File: src/rtl/tsi_pkg.sv
// Shared types, codes and constants of the trigger sequence interpreter.
// No dependencies; used by every RTL module of the block.
`timescale 1ns / 1ps
package tsi_pkg;

	typedef enum logic [2:0] {
		ACT_WRITE = 3'd0,
		ACT_START = 3'd1,
		ACT_STOP  = 3'd2,
		ACT_TIMER = 3'd3,
		ACT_EXEC  = 3'd4
	} action_t;

	typedef enum logic [2:0] {
		S_IDLE,
		S_DISPATCH,
		S_OP,
		S_B1,
		S_B2,
		S_MUL,
		S_CMP,
		S_FIN
	} fsm_state_t;

	localparam logic [2:0] CMD_NONE   = 3'd0;
	localparam logic [2:0] CMD_CAMERA = 3'd1;
	localparam logic [2:0] CMD_FLASH  = 3'd2;
	localparam logic [2:0] CMD_PIN_LO = 3'd3;
	localparam logic [2:0] CMD_PIN_HI = 3'd4;
	localparam logic [2:0] CMD_WAIT   = 3'd5;
	localparam logic [2:0] CMD_CANCEL = 3'd6;

	localparam logic [1:0] RS_STOPPED = 2'd0;
	localparam logic [1:0] RS_RUNNING = 2'd1;
	localparam logic [1:0] RS_PAUSED  = 2'd2;

	localparam logic [1:0] CFG_MIN = 2'd0;
	localparam logic [1:0] CFG_MAX = 2'd1;
	localparam logic [1:0] CFG_DEF = 2'd2;

	localparam logic [7:0] OP_CAMERA   = 8'd0;
	localparam logic [7:0] OP_FLASH    = 8'd1;
	localparam logic [7:0] OP_EXP_P3   = 8'd2;
	localparam logic [7:0] OP_EXP_P2   = 8'd3;
	localparam logic [7:0] OP_EXP_M3   = 8'd4;
	localparam logic [7:0] OP_EXP_M2   = 8'd5;
	localparam logic [7:0] OP_SET_SH   = 8'd6;
	localparam logic [7:0] OP_PIN_LO   = 8'd7;
	localparam logic [7:0] OP_PIN_HI   = 8'd8;
	localparam logic [7:0] OP_WAIT_NS  = 8'd9;
	localparam logic [7:0] OP_WAIT_US  = 8'd10;
	localparam logic [7:0] OP_WAIT_MS  = 8'd11;
	localparam logic [7:0] OP_WAIT_S   = 8'd12;
	localparam logic [7:0] OP_WAIT_MIN = 8'd13;
	localparam logic [7:0] OP_PWAIT_A  = 8'd14;
	localparam logic [7:0] OP_PWAIT_B  = 8'd15;
	localparam logic [7:0] OP_LOOP     = 8'd16;
	localparam logic [7:0] OP_FOREVER  = 8'd17;
	localparam logic [7:0] OP_UNT_CNT  = 8'd18;
	localparam logic [7:0] OP_UNT_LO_A = 8'd19;
	localparam logic [7:0] OP_UNT_LO_B = 8'd20;
	localparam logic [7:0] OP_UNT_HI_A = 8'd21;
	localparam logic [7:0] OP_UNT_HI_B = 8'd22;
	localparam logic [7:0] OP_UNT_NS   = 8'd23;
	localparam logic [7:0] OP_UNT_HR   = 8'd28;
	localparam logic [7:0] OP_END      = 8'd29;

	localparam int MUL_BITS = 16;

	// Nanoseconds per unit for the until-time opcodes, ns up to hours.
	localparam logic [41:0] UNIT_NS [6] = '{
		42'd1, 42'd1000, 42'd1000000, 42'd1000000000,
		42'd60000000000, 42'd3600000000000
	};

	function automatic logic is_until_time(input logic [7:0] op);
		return (op >= OP_UNT_NS) && (op <= OP_UNT_HR);
	endfunction

	function automatic logic needs_word(input logic [7:0] op);
		return ((op >= OP_WAIT_NS) && (op <= OP_WAIT_MIN)) || is_until_time(op);
	endfunction

	function automatic logic needs_operand(input logic [7:0] op);
		return (op == OP_SET_SH) || (op == OP_PIN_LO) || (op == OP_PIN_HI) ||
			((op >= OP_UNT_CNT) && (op <= OP_UNT_HI_B)) || needs_word(op);
	endfunction

	function automatic logic [41:0] unit_of(input logic [7:0] op);
		logic [7:0] k;
		k = op - OP_UNT_NS;
		return (k < 8'd6) ? UNIT_NS[k[2:0]] : 42'd0;
	endfunction

endpackage

File: src/rtl/tsi_prog_mem.sv
// Program byte store with registered read; unwritten bytes read as end of program.
// Depends on tsi_pkg.
`timescale 1ns / 1ps
module tsi_prog_mem #(
	parameter int DEPTH = 128
) (
	input  logic       clk,
	input  logic       arst_n,
	input  logic       we,
	input  logic [7:0] waddr,
	input  logic [7:0] wdata,
	input  logic [8:0] raddr,
	output logic [7:0] rdata
);
	localparam int AW = $clog2(DEPTH);

	logic [7:0]       mem [DEPTH];
	logic [DEPTH-1:0] vld_q;
	logic [7:0]       rd_q;
	logic             hit_q;
	logic             wr_ok;
	logic             rd_ok;

	assign wr_ok = we && (waddr < 8'(DEPTH));
	assign rd_ok = raddr < 9'(DEPTH);

	always_ff @(posedge clk) begin
		if (wr_ok) begin
			mem[waddr[AW-1:0]] <= wdata;
		end
		rd_q <= mem[raddr[AW-1:0]];
	end

	always_ff @(posedge clk or negedge arst_n) begin
		if (!arst_n) begin
			vld_q <= '0;
			hit_q <= 1'b0;
		end else begin
			if (wr_ok) begin
				vld_q[waddr[AW-1:0]] <= 1'b1;
			end
			hit_q <= rd_ok && vld_q[raddr[AW-1:0]];
		end
	end

	assign rdata = hit_q ? rd_q : tsi_pkg::OP_END;
endmodule

File: src/rtl/tsi_mul.sv
// Shift-and-add unit: base plus unit constant times a 16-bit operand, one bit a cycle.
// Depends on tsi_pkg.
`timescale 1ns / 1ps
module tsi_mul (
	input  logic        clk,
	input  logic        arst_n,
	input  logic        go,
	input  logic [63:0] base,
	input  logic [41:0] mcand,
	input  logic [15:0] mplier,
	output logic        done,
	output logic [63:0] result
);
	localparam int CW = $clog2(tsi_pkg::MUL_BITS);

	logic [63:0]   acc_q;
	logic [63:0]   mc_q;
	logic [15:0]   mp_q;
	logic [CW-1:0] cnt_q;
	logic          busy_q;
	logic          done_q;

	always_ff @(posedge clk or negedge arst_n) begin
		if (!arst_n) begin
			busy_q <= 1'b0;
			done_q <= 1'b0;
			cnt_q  <= '0;
		end else begin
			done_q <= 1'b0;
			if (go) begin
				busy_q <= 1'b1;
				cnt_q  <= '0;
			end else if (busy_q) begin
				cnt_q <= cnt_q + 1'b1;
				if (cnt_q == CW'(tsi_pkg::MUL_BITS - 1)) begin
					busy_q <= 1'b0;
					done_q <= 1'b1;
				end
			end
		end
	end

	always_ff @(posedge clk) begin
		if (go) begin
			acc_q <= base;
			mc_q  <= {22'd0, mcand};
			mp_q  <= mplier;
		end else if (busy_q) begin
			if (mp_q[0]) begin
				acc_q <= acc_q + mc_q;
			end
			mc_q <= {mc_q[62:0], 1'b0};
			mp_q <= {1'b0, mp_q[15:1]};
		end
	end

	assign done   = done_q;
	assign result = acc_q;
endmodule

File: src/rtl/trigger_sequence_interpreter_unit.sv
// Top level of the trigger sequence interpreter: command channel, sequencer,
// loop-context stack. Depends on tsi_pkg, tsi_prog_mem and tsi_mul.
//
// Usage: a request is taken when start is high and busy is low. Its action
// writes a program byte, starts, stops, resumes after a timer, or executes
// one opcode. Each request produces exactly one result on command,
// command_arg, wait_count, wait_unit and run_state, marked by done for one
// cycle; the receiver cannot stall and must take it then.
// Configuration (min, max and default shutter index) is written through
// cfg_valid/cfg_index/cfg_data; cfg_ready is always high. The user must make
// writes only while the block is idle; the block itself does not enforce it.
// Non-execute requests pass through DISPATCH and FIN; an executed opcode adds
// OP, then B1 for a byte operand or B1 and B2 for a word operand.
// Until-time opcodes add the compare state CMP, plus MUL the first time a
// context computes its deadline: the shared shift-add unit retires one
// operand bit per cycle. The next request is taken the cycle done rises.
// Every program byte fetch goes through the one registered read port of the
// program store.
// Reset stops the program, clears the loop level and shutter index, and
// makes all program bytes read as end of program.
`timescale 1ns / 1ps
module trigger_sequence_interpreter_unit #(
	parameter int PROGRAM_BYTES = 128,
	parameter int LOOP_DEPTH    = 8,
	parameter int NUM_PINS      = 32
) (
	input  logic        clk,
	input  logic        arst_n,
	input  logic        start,
	output logic        busy,
	input  logic [2:0]  action,
	input  logic [7:0]  prog_addr,
	input  logic [7:0]  prog_byte,
	input  logic [31:0] pin_levels,
	input  logic [62:0] now_ns,
	output logic        done,
	output logic [2:0]  command,
	output logic [7:0]  command_arg,
	output logic [21:0] wait_count,
	output logic [1:0]  wait_unit,
	output logic [1:0]  run_state,
	input  logic        cfg_valid,
	output logic        cfg_ready,
	input  logic [1:0]  cfg_index,
	input  logic [7:0]  cfg_data
);
	localparam int LW = $clog2(LOOP_DEPTH);

	tsi_pkg::fsm_state_t state_q, state_d;

	logic [2:0]  act_q;
	logic [7:0]  addr_q;
	logic [7:0]  byte_q;
	logic [31:0] pins_q;
	logic [62:0] now_q;

	logic [7:0]    min_q, max_q, def_q;
	logic [1:0]    exec_q;
	logic [7:0]    ip_q;
	logic [8:0]    wp_q;
	logic [7:0]    sh_q;
	logic [LW-1:0] lvl_q;
	logic          exe_q;
	logic [7:0]    op_q;
	logic [7:0]    b1_q;

	logic [7:0]  sp_q  [LOOP_DEPTH];
	logic [7:0]  cnt_q [LOOP_DEPTH];
	logic [63:0] st_q  [LOOP_DEPTH];
	logic [63:0] dl_q  [LOOP_DEPTH];
	logic [LOOP_DEPTH-1:0] dv_q;

	logic [2:0]  r_cmd_q;
	logic [7:0]  r_arg_q;
	logic [21:0] r_wc_q;
	logic [1:0]  r_wu_q;

	logic [8:0]  raddr;
	logic [7:0]  rdata;
	logic        mem_we;
	logic        mul_go;
	logic        mul_done;
	logic [63:0] mul_res;
	logic [15:0] word;
	logic        pin_lvl;
	logic        ptr_over;
	logic [8:0]  sh_up;
	logic [8:0]  sh_floor;
	logic [7:0]  sh_step;

	assign busy      = (state_q != tsi_pkg::S_IDLE);
	assign cfg_ready = 1'b1;
	assign word      = {b1_q, rdata};
	assign raddr     = (state_q == tsi_pkg::S_DISPATCH) ? {1'b0, ip_q} : wp_q;
	assign mem_we    = (state_q == tsi_pkg::S_DISPATCH) &&
		(act_q == tsi_pkg::ACT_WRITE);
	assign mul_go    = (state_q == tsi_pkg::S_B2) && tsi_pkg::is_until_time(op_q) &&
		!dv_q[lvl_q];
	assign pin_lvl   = (rdata < 8'(NUM_PINS)) && (rdata < 8'd32) && pins_q[rdata[4:0]];
	assign ptr_over  = wp_q >= 9'(PROGRAM_BYTES);

	// Exposure steps: plus three or two saturate at max, minus at min.
	assign sh_step  = ((rdata == tsi_pkg::OP_EXP_P3) || (rdata == tsi_pkg::OP_EXP_M3)) ?
		8'd3 : 8'd2;
	assign sh_up    = {1'b0, sh_q} + {1'b0, sh_step};
	assign sh_floor = {1'b0, min_q} + {1'b0, sh_step};

	tsi_prog_mem #(
		.DEPTH(PROGRAM_BYTES)
	) u_mem (
		.clk   (clk),
		.arst_n(arst_n),
		.we    (mem_we),
		.waddr (addr_q),
		.wdata (byte_q),
		.raddr (raddr),
		.rdata (rdata)
	);

	tsi_mul u_mul (
		.clk   (clk),
		.arst_n(arst_n),
		.go    (mul_go),
		.base  (st_q[lvl_q]),
		.mcand (tsi_pkg::unit_of(op_q)),
		.mplier(word),
		.done  (mul_done),
		.result(mul_res)
	);

	always_ff @(posedge clk or negedge arst_n) begin
		if (!arst_n) begin
			state_q <= tsi_pkg::S_IDLE;
		end else begin
			state_q <= state_d;
		end
	end

	always_comb begin
		state_d = state_q;
		unique case (state_q)
			tsi_pkg::S_IDLE: begin
				if (start) begin
					state_d = tsi_pkg::S_DISPATCH;
				end
			end
			tsi_pkg::S_DISPATCH: begin
				if ((act_q == tsi_pkg::ACT_EXEC) && (exec_q == tsi_pkg::RS_RUNNING)) begin
					state_d = tsi_pkg::S_OP;
				end else begin
					state_d = tsi_pkg::S_FIN;
				end
			end
			tsi_pkg::S_OP: begin
				state_d = tsi_pkg::needs_operand(rdata) ? tsi_pkg::S_B1 : tsi_pkg::S_FIN;
			end
			tsi_pkg::S_B1: begin
				state_d = tsi_pkg::needs_word(op_q) ? tsi_pkg::S_B2 : tsi_pkg::S_FIN;
			end
			tsi_pkg::S_B2: begin
				if (mul_go) begin
					state_d = tsi_pkg::S_MUL;
				end else if (tsi_pkg::is_until_time(op_q)) begin
					state_d = tsi_pkg::S_CMP;
				end else begin
					state_d = tsi_pkg::S_FIN;
				end
			end
			tsi_pkg::S_MUL: begin
				if (mul_done) begin
					state_d = tsi_pkg::S_CMP;
				end
			end
			tsi_pkg::S_CMP: state_d = tsi_pkg::S_FIN;
			tsi_pkg::S_FIN: state_d = tsi_pkg::S_IDLE;
			default: state_d = tsi_pkg::S_IDLE;
		endcase
	end

	// Request capture and loop-context payload.
	always_ff @(posedge clk) begin
		if ((state_q == tsi_pkg::S_IDLE) && start) begin
			act_q  <= action;
			addr_q <= prog_addr;
			byte_q <= prog_byte;
			pins_q <= pin_levels;
			now_q  <= now_ns;
		end
		if ((state_q == tsi_pkg::S_DISPATCH) && (act_q == tsi_pkg::ACT_START)) begin
			sp_q[0]  <= 8'd0;
			cnt_q[0] <= 8'd0;
			st_q[0]  <= {1'b0, now_q};
		end
		if (state_q == tsi_pkg::S_OP) begin
			op_q <= rdata;
			if ((rdata == tsi_pkg::OP_LOOP) &&
				(({1'b0, lvl_q} + 1'b1) < (LW + 1)'(LOOP_DEPTH))) begin
				sp_q[lvl_q + 1'b1]  <= wp_q[7:0];
				cnt_q[lvl_q + 1'b1] <= 8'd0;
				st_q[lvl_q + 1'b1]  <= {1'b0, now_q};
			end
		end
		if (state_q == tsi_pkg::S_B1) begin
			b1_q <= rdata;
			if (op_q == tsi_pkg::OP_UNT_CNT) begin
				cnt_q[lvl_q] <= cnt_q[lvl_q] + 1'b1;
			end
		end
		if ((state_q == tsi_pkg::S_MUL) && mul_done) begin
			dl_q[lvl_q] <= mul_res;
		end
	end

	// Sequencer control state and the result staging.
	always_ff @(posedge clk or negedge arst_n) begin
		if (!arst_n) begin
			min_q       <= 8'd0;
			max_q       <= 8'd60;
			def_q       <= 8'd30;
			exec_q      <= tsi_pkg::RS_STOPPED;
			ip_q        <= 8'd0;
			wp_q        <= 9'd0;
			sh_q        <= 8'd0;
			lvl_q       <= '0;
			dv_q        <= '0;
			exe_q       <= 1'b0;
			r_cmd_q     <= tsi_pkg::CMD_NONE;
			r_arg_q     <= 8'd0;
			r_wc_q      <= 22'd0;
			r_wu_q      <= 2'd0;
			done        <= 1'b0;
			command     <= tsi_pkg::CMD_NONE;
			command_arg <= 8'd0;
			wait_count  <= 22'd0;
			wait_unit   <= 2'd0;
			run_state   <= tsi_pkg::RS_STOPPED;
		end else begin
			done <= 1'b0;
			if (cfg_valid) begin
				case (cfg_index)
					tsi_pkg::CFG_MIN: min_q <= cfg_data;
					tsi_pkg::CFG_MAX: max_q <= cfg_data;
					tsi_pkg::CFG_DEF: def_q <= cfg_data;
					default: ;
				endcase
			end
			unique case (state_q)
				tsi_pkg::S_DISPATCH: begin
					r_cmd_q <= tsi_pkg::CMD_NONE;
					r_arg_q <= 8'd0;
					r_wc_q  <= 22'd0;
					r_wu_q  <= 2'd0;
					exe_q   <= 1'b0;
					case (act_q)
						tsi_pkg::ACT_START: begin
							sh_q     <= def_q;
							lvl_q    <= '0;
							dv_q[0]  <= 1'b0;
							ip_q     <= 8'd0;
							exec_q   <= tsi_pkg::RS_RUNNING;
						end
						tsi_pkg::ACT_STOP: begin
							r_cmd_q <= tsi_pkg::CMD_CANCEL;
							exec_q  <= tsi_pkg::RS_STOPPED;
						end
						tsi_pkg::ACT_TIMER: begin
							if (exec_q == tsi_pkg::RS_PAUSED) begin
								exec_q <= tsi_pkg::RS_RUNNING;
							end
						end
						tsi_pkg::ACT_EXEC: begin
							if (exec_q == tsi_pkg::RS_RUNNING) begin
								exe_q <= 1'b1;
								wp_q  <= {1'b0, ip_q} + 9'd1;
							end
						end
						default: ;
					endcase
				end
				tsi_pkg::S_OP: begin
					if (tsi_pkg::needs_operand(rdata)) begin
						wp_q <= wp_q + 9'd1;
					end
					case (rdata) inside
						tsi_pkg::OP_CAMERA: begin
							r_cmd_q <= tsi_pkg::CMD_CAMERA;
							r_arg_q <= sh_q;
							exec_q  <= tsi_pkg::RS_PAUSED;
						end
						tsi_pkg::OP_FLASH: begin
							r_cmd_q <= tsi_pkg::CMD_FLASH;
							exec_q  <= tsi_pkg::RS_PAUSED;
						end
						tsi_pkg::OP_EXP_P3, tsi_pkg::OP_EXP_P2: begin
							sh_q <= (sh_up > {1'b0, max_q}) ? max_q : sh_up[7:0];
						end
						tsi_pkg::OP_EXP_M3, tsi_pkg::OP_EXP_M2: begin
							sh_q <= ({1'b0, sh_q} < sh_floor) ? min_q : sh_q - sh_step;
						end
						tsi_pkg::OP_PWAIT_A, tsi_pkg::OP_PWAIT_B: ;
						tsi_pkg::OP_LOOP: begin
							if (({1'b0, lvl_q} + 1'b1) >= (LW + 1)'(LOOP_DEPTH)) begin
								exec_q <= tsi_pkg::RS_STOPPED;
							end else begin
								lvl_q               <= lvl_q + 1'b1;
								dv_q[lvl_q + 1'b1] <= 1'b0;
							end
						end
						tsi_pkg::OP_FOREVER: wp_q <= {1'b0, sp_q[lvl_q]};
						[tsi_pkg::OP_SET_SH:tsi_pkg::OP_WAIT_MIN],
						[tsi_pkg::OP_UNT_CNT:tsi_pkg::OP_UNT_HR]: ;
						default: exec_q <= tsi_pkg::RS_STOPPED;
					endcase
				end
				tsi_pkg::S_B1: begin
					if (tsi_pkg::needs_word(op_q)) begin
						wp_q <= wp_q + 9'd1;
					end
					case (op_q) inside
						tsi_pkg::OP_SET_SH: sh_q <= rdata;
						tsi_pkg::OP_PIN_LO, tsi_pkg::OP_PIN_HI: begin
							r_cmd_q <= (op_q == tsi_pkg::OP_PIN_LO) ?
								tsi_pkg::CMD_PIN_LO : tsi_pkg::CMD_PIN_HI;
							r_arg_q <= rdata;
						end
						tsi_pkg::OP_UNT_CNT: begin
							if (cnt_q[lvl_q] < rdata) begin
								wp_q <= {1'b0, sp_q[lvl_q]};
							end else if (lvl_q == '0) begin
								exec_q <= tsi_pkg::RS_STOPPED;
							end else begin
								lvl_q <= lvl_q - 1'b1;
							end
						end
						[tsi_pkg::OP_UNT_LO_A:tsi_pkg::OP_UNT_HI_B]: begin
							// Low-pin opcodes repeat while the pin is high, and the reverse.
							if (pin_lvl == (op_q <= tsi_pkg::OP_UNT_LO_B)) begin
								wp_q <= {1'b0, sp_q[lvl_q]};
							end else if (lvl_q == '0) begin
								exec_q <= tsi_pkg::RS_STOPPED;
							end else begin
								lvl_q <= lvl_q - 1'b1;
							end
						end
						default: ;
					endcase
				end
				tsi_pkg::S_B2: begin
					if (tsi_pkg::is_until_time(op_q)) begin
						dv_q[lvl_q] <= 1'b1;
					end else begin
						r_cmd_q <= tsi_pkg::CMD_WAIT;
						exec_q  <= tsi_pkg::RS_PAUSED;
						if (op_q == tsi_pkg::OP_WAIT_MIN) begin
							r_wc_q <= 22'({word, 6'd0}) - 22'({word, 2'd0});
							r_wu_q <= 2'd3;
						end else begin
							r_wc_q <= {6'd0, word};
							r_wu_q <= 2'(op_q - tsi_pkg::OP_WAIT_NS);
						end
					end
				end
				tsi_pkg::S_CMP: begin
					if (dl_q[lvl_q] > {1'b0, now_q}) begin
						wp_q <= {1'b0, sp_q[lvl_q]};
					end else if (lvl_q == '0) begin
						exec_q <= tsi_pkg::RS_STOPPED;
					end else begin
						lvl_q <= lvl_q - 1'b1;
					end
				end
				tsi_pkg::S_FIN: begin
					done        <= 1'b1;
					command     <= r_cmd_q;
					command_arg <= r_arg_q;
					wait_count  <= r_wc_q;
					wait_unit   <= r_wu_q;
					if (exe_q) begin
						ip_q <= wp_q[7:0];
						if (ptr_over) begin
							exec_q <= tsi_pkg::RS_STOPPED;
						end
					end
					run_state <= (exe_q && ptr_over) ? tsi_pkg::RS_STOPPED : exec_q;
				end
				tsi_pkg::S_IDLE, tsi_pkg::S_MUL: ;
				default: ;
			endcase
		end
	end
endmodule

File: config.mk
export PLATFORM = sky130hd
export DESIGN_NAME = trigger_sequence_interpreter_unit
export DESIGN_NICKNAME = d
export VERILOG_FILES = /design/src/rtl/tsi_pkg.sv /design/src/rtl/tsi_prog_mem.sv /design/src/rtl/tsi_mul.sv /design/src/rtl/trigger_sequence_interpreter_unit.sv
export SDC_FILE = /design/constraint.sdc
export NUM_CORES = 2
export LEC_CHECK = 0
export ABC_AREA = 1
export BUFFER_PORTS_ARGS = -buffer_cell sky130_fd_sc_hd__buf_4
export CORE_MARGIN = 3
export CORE_UTILIZATION = 27
export CTS_BUF_LIST = sky130_fd_sc_hd__clkbuf_4 sky130_fd_sc_hd__clkbuf_8
export DETAILED_ROUTE_END_ITERATION = 10
export PLACE_DENSITY_LB_ADDON = 0.08
export SLEW_MARGIN = 20
export SYNTH_ARGS = -nofsm -noshare
export SYNTH_HDL_FRONTEND = slang
export SYNTH_SLANG_ARGS = --single-unit
File: constraint.sdc
create_clock -name clk -period 8.6 [get_ports clk]
set_input_delay 0 -clock clk [delete_from_list [all_inputs] [get_ports clk]]
set_output_delay 0 -clock clk [all_outputs]
set_load 0.005 [all_outputs]
Yosys cells after proc, flatten, opt, wreduce, memory -nomap -nowiden:

Memory sizes are Yosys's and may differ from the RTL's. A register that Yosys moved wholly into a read port is not among the register bits.
Cells that the tools add are included.

* add/sub/neg operators: 14
* multiply operators: 0
* div/mod/pow operators: 0
* order comparisons: 34
* equal/unequal tests: 70
* shift-type cells: 0
* muxes and demuxes: 169
* bitwise logic cells: 5
* reductions and logical operators: 71

Operators by type and width (number)
* $mux 42: 5
* $mux 8: 25
* $mux 64: 3
* $mux 9: 19
* $or 128x128->128: 1
* $mux 3: 31
* $add 64x64->64: 1
* $gt 64x63->1: 1
* $mux 63: 1
* $reduce_or 63->1: 1
* $mux 2: 26
* $eq 8x3->1 const B: 6
* $pmux 8 s3: 2
* $mux 22: 2
* $pmux 22 s2: 1
* $eq 8x4->1 const B: 5
* $le 8x5->1 const B: 5
* $pmux 9 s4: 1
* $mux 1: 34
* $ge 8x5->1 const B: 4
* $mux 16: 2
* $ne 2x2->1 const B: 14
* $eq 8x5->1 const B: 3
* $pmux 3 s4: 2
* other kinds (84): 168

* bits in registers: 548
* bits in latches: 0
* RAM bits: 2168
* ROM bits: 336
* input port bits: 128
* output and inout bits: 40
* logic and storage cells: 407
* memories kept: 6

Memory list
* u_mem.mem: depth 128, bits a word 8, read ports 1, clocked after Yosys merged registers in 1, wr ports 1, RTL line tsi_prog_mem.sv:17 `logic [7:0] mem [DEPTH];`
* dl_q: depth 8, bits a word 64, read ports 1, clocked after Yosys merged registers in 0, wr ports 1, RTL line trigger_sequence_interpreter_unit.sv:70 `logic [63:0] dl_q [LOOP_DEPTH];`
* st_q: depth 8, bits a word 63, read ports 1, clocked after Yosys merged registers in 0, wr ports 1, RTL line trigger_sequence_interpreter_unit.sv:69 `logic [63:0] st_q [LOOP_DEPTH];`
* (no name shown): depth 8, bits a word 42, read ports 1, clocked after Yosys merged registers in 0, wr ports 0, RTL line tsi_pkg.sv:92 `return (k < 8'd6) ? UNIT_NS[k[2:0]] : 42'd0;`
* cnt_q: depth 8, bits a word 8, read ports 1, clocked after Yosys merged registers in 0, wr ports 1, RTL line trigger_sequence_interpreter_unit.sv:68 `logic [7:0] cnt_q [LOOP_DEPTH];`
* sp_q: depth 8, bits a word 8, read ports 1, clocked after Yosys merged registers in 0, wr ports 1, RTL line trigger_sequence_interpreter_unit.sv:67 `logic [7:0] sp_q [LOOP_DEPTH];`

Longest topological paths before layout:

* depth after elaboration: 15
* mapped depth: 32

Cells and area by module:

A second synthesis with hierarchy kept.

* cells, all modules: 10234
* area total of the unflattened synthesis: 116734.5 sq um

By module, submodules not included
* trigger_sequence_interpreter_unit: instances 1, cells each 4289, area an instance 57342.5 sq um
* tsi_prog_mem: instances 1, cells each 4101, area an instance 47531.8 sq um
* tsi_mul: instances 1, cells each 1844, area an instance 11860.1 sq um

Worst setup path after synthesis:

Ideal clock, no wire load.

* kind: register to register
* start: register state_q[2]
* end: memory sp_q[0][0] (enable)
* setup time: 0.609 ns
* arrival: 7.055 ns
* required time: 7.991 ns
* path slack: 0.936 ns
* cell stages (with the launch flop): 10
* cell sequence: dfrtp_1 -> buf_4 -> nor2_2 -> inv_2 -> nor2_2 -> inv_1 -> buf_6 -> nor2_1 -> nor2_1 -> a211oi_1

* word-level cells in the longest chain between the ends: 5
* elaborated cells between the ends (all ways): 10
* those cells by class: eq/ne: 2; mux: 6; reduce/logical: 2

RTL lines
* start: declaration: RTL line trigger_sequence_interpreter_unit.sv:49 `tsi_pkg::fsm_state_t state_q, state_d;`
* start signal: assignment: RTL line trigger_sequence_interpreter_unit.sv:133 `state_q <= tsi_pkg::S_IDLE;`
* start signal: assignment: RTL line trigger_sequence_interpreter_unit.sv:135 `state_q <= state_d;`
* $eq 3x2->1 or $eq 3x1->1 (tied branches): RTL line trigger_sequence_interpreter_unit.sv:194, trigger_sequence_interpreter_unit.sv:189
* $mux 1 or $logic_and 1x1->1 (tied branches): RTL line trigger_sequence_interpreter_unit.sv:194, trigger_sequence_interpreter_unit.sv:189
* $mux 1 (on tied branches): RTL line trigger_sequence_interpreter_unit.sv:198, trigger_sequence_interpreter_unit.sv:189
* $reduce_or 8->1 (no line) or $mux 1 (tied branches)
* $mux 3 (no line) or $mux 1 (tied branches)
* end: declaration: RTL line trigger_sequence_interpreter_unit.sv:67

Parallel ways exist; a longest one is shown, timed or not.

Worst setup path after layout:

* start: register lvl_q[0]
* end: register wp_q[6]

* word-level cells in the longest chain between the ends: 9
* elaborated cells between the ends (all ways): 22
* those cells by class: order compare: 2; eq/ne: 1; mux: 15; reduce/logical: 1; memory: 3

RTL lines
* start: declaration: RTL line trigger_sequence_interpreter_unit.sv:62 `logic [LW-1:0] lvl_q;`
* start signal: assignment: RTL line trigger_sequence_interpreter_unit.sv:305 `lvl_q <= lvl_q + 1'b1;`
* start signal: assignment: RTL line trigger_sequence_interpreter_unit.sv:332 `lvl_q <= lvl_q - 1'b1;`
* start signal: assignment: RTL line trigger_sequence_interpreter_unit.sv:342 `lvl_q <= lvl_q - 1'b1;`
* parallel branches: the longest is 9 deep, another holds $mem_v2 8x64
* end signal: assignment: RTL line trigger_sequence_interpreter_unit.sv:274 `wp_q <= {1'b0, ip_q} + 9'd1;`
* end signal: assignment: RTL line trigger_sequence_interpreter_unit.sv:282 `wp_q <= wp_q + 9'd1;`
* end signal: assignment: RTL line trigger_sequence_interpreter_unit.sv:309 `tsi_pkg::OP_FOREVER: wp_q <= {1'b0, sp_q[lvl_q]};`
* end: declaration: RTL line trigger_sequence_interpreter_unit.sv:60 `logic [8:0] wp_q;`

Several ways; the timed one is not identified. The select of a mux whose other input is x is not followed.
A chain may end at the register's enable or synchronous reset.

==> metrics.md <==
| Metric | Value |
|---|---|
| Outcome | complete, no violations |
| Max Cap Violations | 0 |
| Antenna Nets Post-Route | 0 |
| Leading cell type by number of instances after synthesis | edfxtp_1 |
| Vias in the first global route | 78100 |
| Starting Density | 27.2% |
| Clock buffer depth | 4 |
| Via count | 76600 |
| Rows | 237 |
| Yosys reg bits | 2724 |
| WHS | 0.145 ns |
| Chip Width | 655 um |
| Measured slew at the worst slew-check pin | 1.15 ns |
| Final Non-Filler Cells | 15800 |
| Cell Area, Synth | 114000 um^2 |
| VDD IR max | 0.000360 V |
| Post-synth cell types | 73 |
| CTS root buf | clkbuf_8 |
| Tot GR Track Use | 18.4% |
| WL per Instance | 25.6 um |
| Pin count of the biggest net entering global routing | 167 |
| Worst Setup Start Kind | register |
| Critical path class | reg2reg |
| Setup tns final | 0 ns |
| Required time worst endpoint | 9.60 ns |
| Leak | 47.4 nW |
| Hpwl dp | 242000 um |
| Peak Freq | 152 MHz |
| Routed vias/inst | 4.83 |
| Synth Area per Inst | 12.2 um^2 |
| Resize count post-CTS | 0 |
| First-pass GRT wire length | 577000 um |
| Share of cells above drive strength 1 | 12.4% |
| Worst skew pair latency | 1.17 ns |
| Worst hold path class | in2reg |
| Ys async rst share | 10.1% |
| Top FF cell, synth | edfxtp_1 |
| Crit path max fanout | 29 |
| Fin crit share | 76.4% |
| Cell count after synthesis | 9307 |
| Die Y-Extent | 655 um |
| Register area share after synthesis | 70.5% |
| Synth top area cells | edfxtp_1 (64%), dfrtp_1 (5.9%), nand2_1 (5.1%) |
| Post-layout util | 32.1% |
| Total wire length | 405000 um |
| Io pins | 168 |
| Reg clk slew, reported paths | 0.06 ns |
| CP arrival | 7.56 ns |
| Worst Skew | 0.114 ns |
| PD cells | 326 nW/um^2 |
| Postcts setup bufs | 0 |
| Routability cong. | 0.870 |
| Cell taking the most area after synthesis | edfxtp_1 |
| Iter 0 DRT Violations | 6001 |
| Remaining DRCs | 0 |
| DRT Pass-1 Iters | 6 |
| Die area | 429000 um^2 |
| Unrepaired setup endpoints after global routing | false |
| Synth top cells by count | edfxtp_1 (2420), nand2_1 (1539), nor2_1 (1079) |
| Inst Count DP | 14600 |
| Clock sink count | 2724 |
| CTS tree | done |
| Critical Path End Type | register |
| Share of the synthesized area in the top cell type | 63.9% |
| Slew headroom | 22.9% |
| Post-synth EDFFs | 2420 |
| # fillers | 42100 |
| Minimum clock period | 6.57 ns |
| Synth Net Count | 9613 |
| Max Slew Vio Count | 0 |
| Initial antenna violation count | 15 |
| Total core area | 418000 um^2 |
| GRT overflow | 0 |
| Final-stage net count | 10200 |
| H-tree depth | 5 |
| CTS buffer count | 484 |
| Port bufs | 166 |
| Area Growth Syn to Fin | 18.0% |
| Yosys warns | 0 |
| Fin. Hold Viols | 0 |
| Setup violators final | 0 |
## cells in the final DEF (no fill, tap or decap), types with 124 or more instances in the layout
| cell | synthesis | routed |
|---|---|---|
| dlygate4sd3_1 | 0 | 318 |
| o21ai_0 | 817 | 817 |
| clkbuf_4 | 0 | 211 |
| buf_4 | 34 | 248 |
| nor2_1 | 1079 | 1060 |
| clkbuf_8 | 0 | 513 |
| edfxtp_1 | 2420 | 2420 |
| o211ai_1 | 242 | 242 |
| nand3_1 | 394 | 389 |
| ha_1 | 177 | 177 |
| dfrtp_1 | 266 | 266 |
| nand4_1 | 132 | 132 |
| a221oi_1 | 124 | 124 |
| inv_1 | 465 | 460 |
| nand2_1 | 1539 | 1537 |
| a21oi_1 | 301 | 301 |
| a22oi_1 | 172 | 172 |
## worst paths after layout
kind,slack (ns),cells after the start,to,startpoint
worst max-delay path,2.03,20,wp_q[6],lvl_q[0]
worst min-delay path,0.14,3,now_q[33],now_ns[33]
worst max register to register,2.03,20,wp_q[6],lvl_q[0]
worst min register to register,0.45,2,u_mem.vld_q[58],u_mem.vld_q[58]
max in group asynchronous,6.14,7,u_mem.vld_q[63],arst_n
min in group asynchronous,0.52,5,wait_count[18],arst_n
## sequential cells by signal (all words and copies together) (netlist names), 9 cells and up
signal        count
wp_q              9
st_q            504
dl_q            512
u_mul.mc_q       64
u_mem.vld_q     128
wait_count       22
pins_q           32
u_mul.result     64
u_mem.mem      1024
sp_q             64
cnt_q            64
u_mul.mp_q       16
now_q            63
r_wc_q           22
## stage by stage
step | worst slack (ns) | cell area (um^2) | power [mW]
after floorplan | 0.936 | 114000 | 25.4
after global placement | 1.95 | 121000 | 31.9
after detailed placement | 1.87 | 121000 | 31.9
after CTS | 1.92 | 134000 | 44.7
after global routing | 1.53 | 134000 | 46.5
final | 2.03 | 134000 | 43.8
## cell families after synthesis
family          share of synthesized area (%)
xor+xnor                                0.470
compound gates                           11.2
simple gates                             12.1
flops                                    70.5
fa+ha+maj                                1.97
other cells                           0.00330
buf+inv                                  3.62
mux                                    0.0891
## layout make-up
type	count	area (um^2)	share of cell area, %
clock inverter	177	1210	0.901
inverter	498	1940	1.44
tap	5497	6880	5.12
antenna	8	20.0	0.0149
clock buffer	724	8640	6.44
multi-input combinational	5623	29700	22.1
sequential	2724	80100	59.7
timing repair buffer	598	5680	4.23
## report_power, final
part           internal, mW  switching, mW  leakage [nW]
logic                  4.06           11.2          16.1
registers              15.5          0.708          26.0
clock network          6.78           5.61          5.27
## what timing repair did
action,CTS,global route
hold buffers,319,0
endpoints found under the setup margin,0,0
hold endpoints to repair,473,0
## critical path, cell delays in order, from the launching register on
cell     delay (ns)
dfrtp_1        0.66
inv_1          0.73
nand3_1        0.45
inv_6          0.47
buf_4          0.54
nand2_1        0.10
nand2_1        0.08
nor2_1         0.05
nand4_1        0.08
ha_1           0.13
nand2_1        0.08
nor4_1         0.79
nand3_1        0.14
nor2_1         0.72
nand4_1        0.19
nand2_1        0.34
nand2_1        0.09
nand2_1        0.33
inv_1          0.25
nor2_1         0.14
a21oi_1        0.05
## per-layer routing
| layer | up-vias | global-route usage [%] | part of all wire (%) |
|---|---|---|---|
| met4 | 0 | 4.80 | 2.5 |
| li1 | 35200 | - | - |
| met1 | 39100 | 23.5 | 43 |
| met2 | 1727 | 33.1 | 51 |
| met3 | 589 | 2.00 | 3.6 |
| met5 | - | 0 | 0 |
Note: power is estimated with default switching activity, not from simulation.
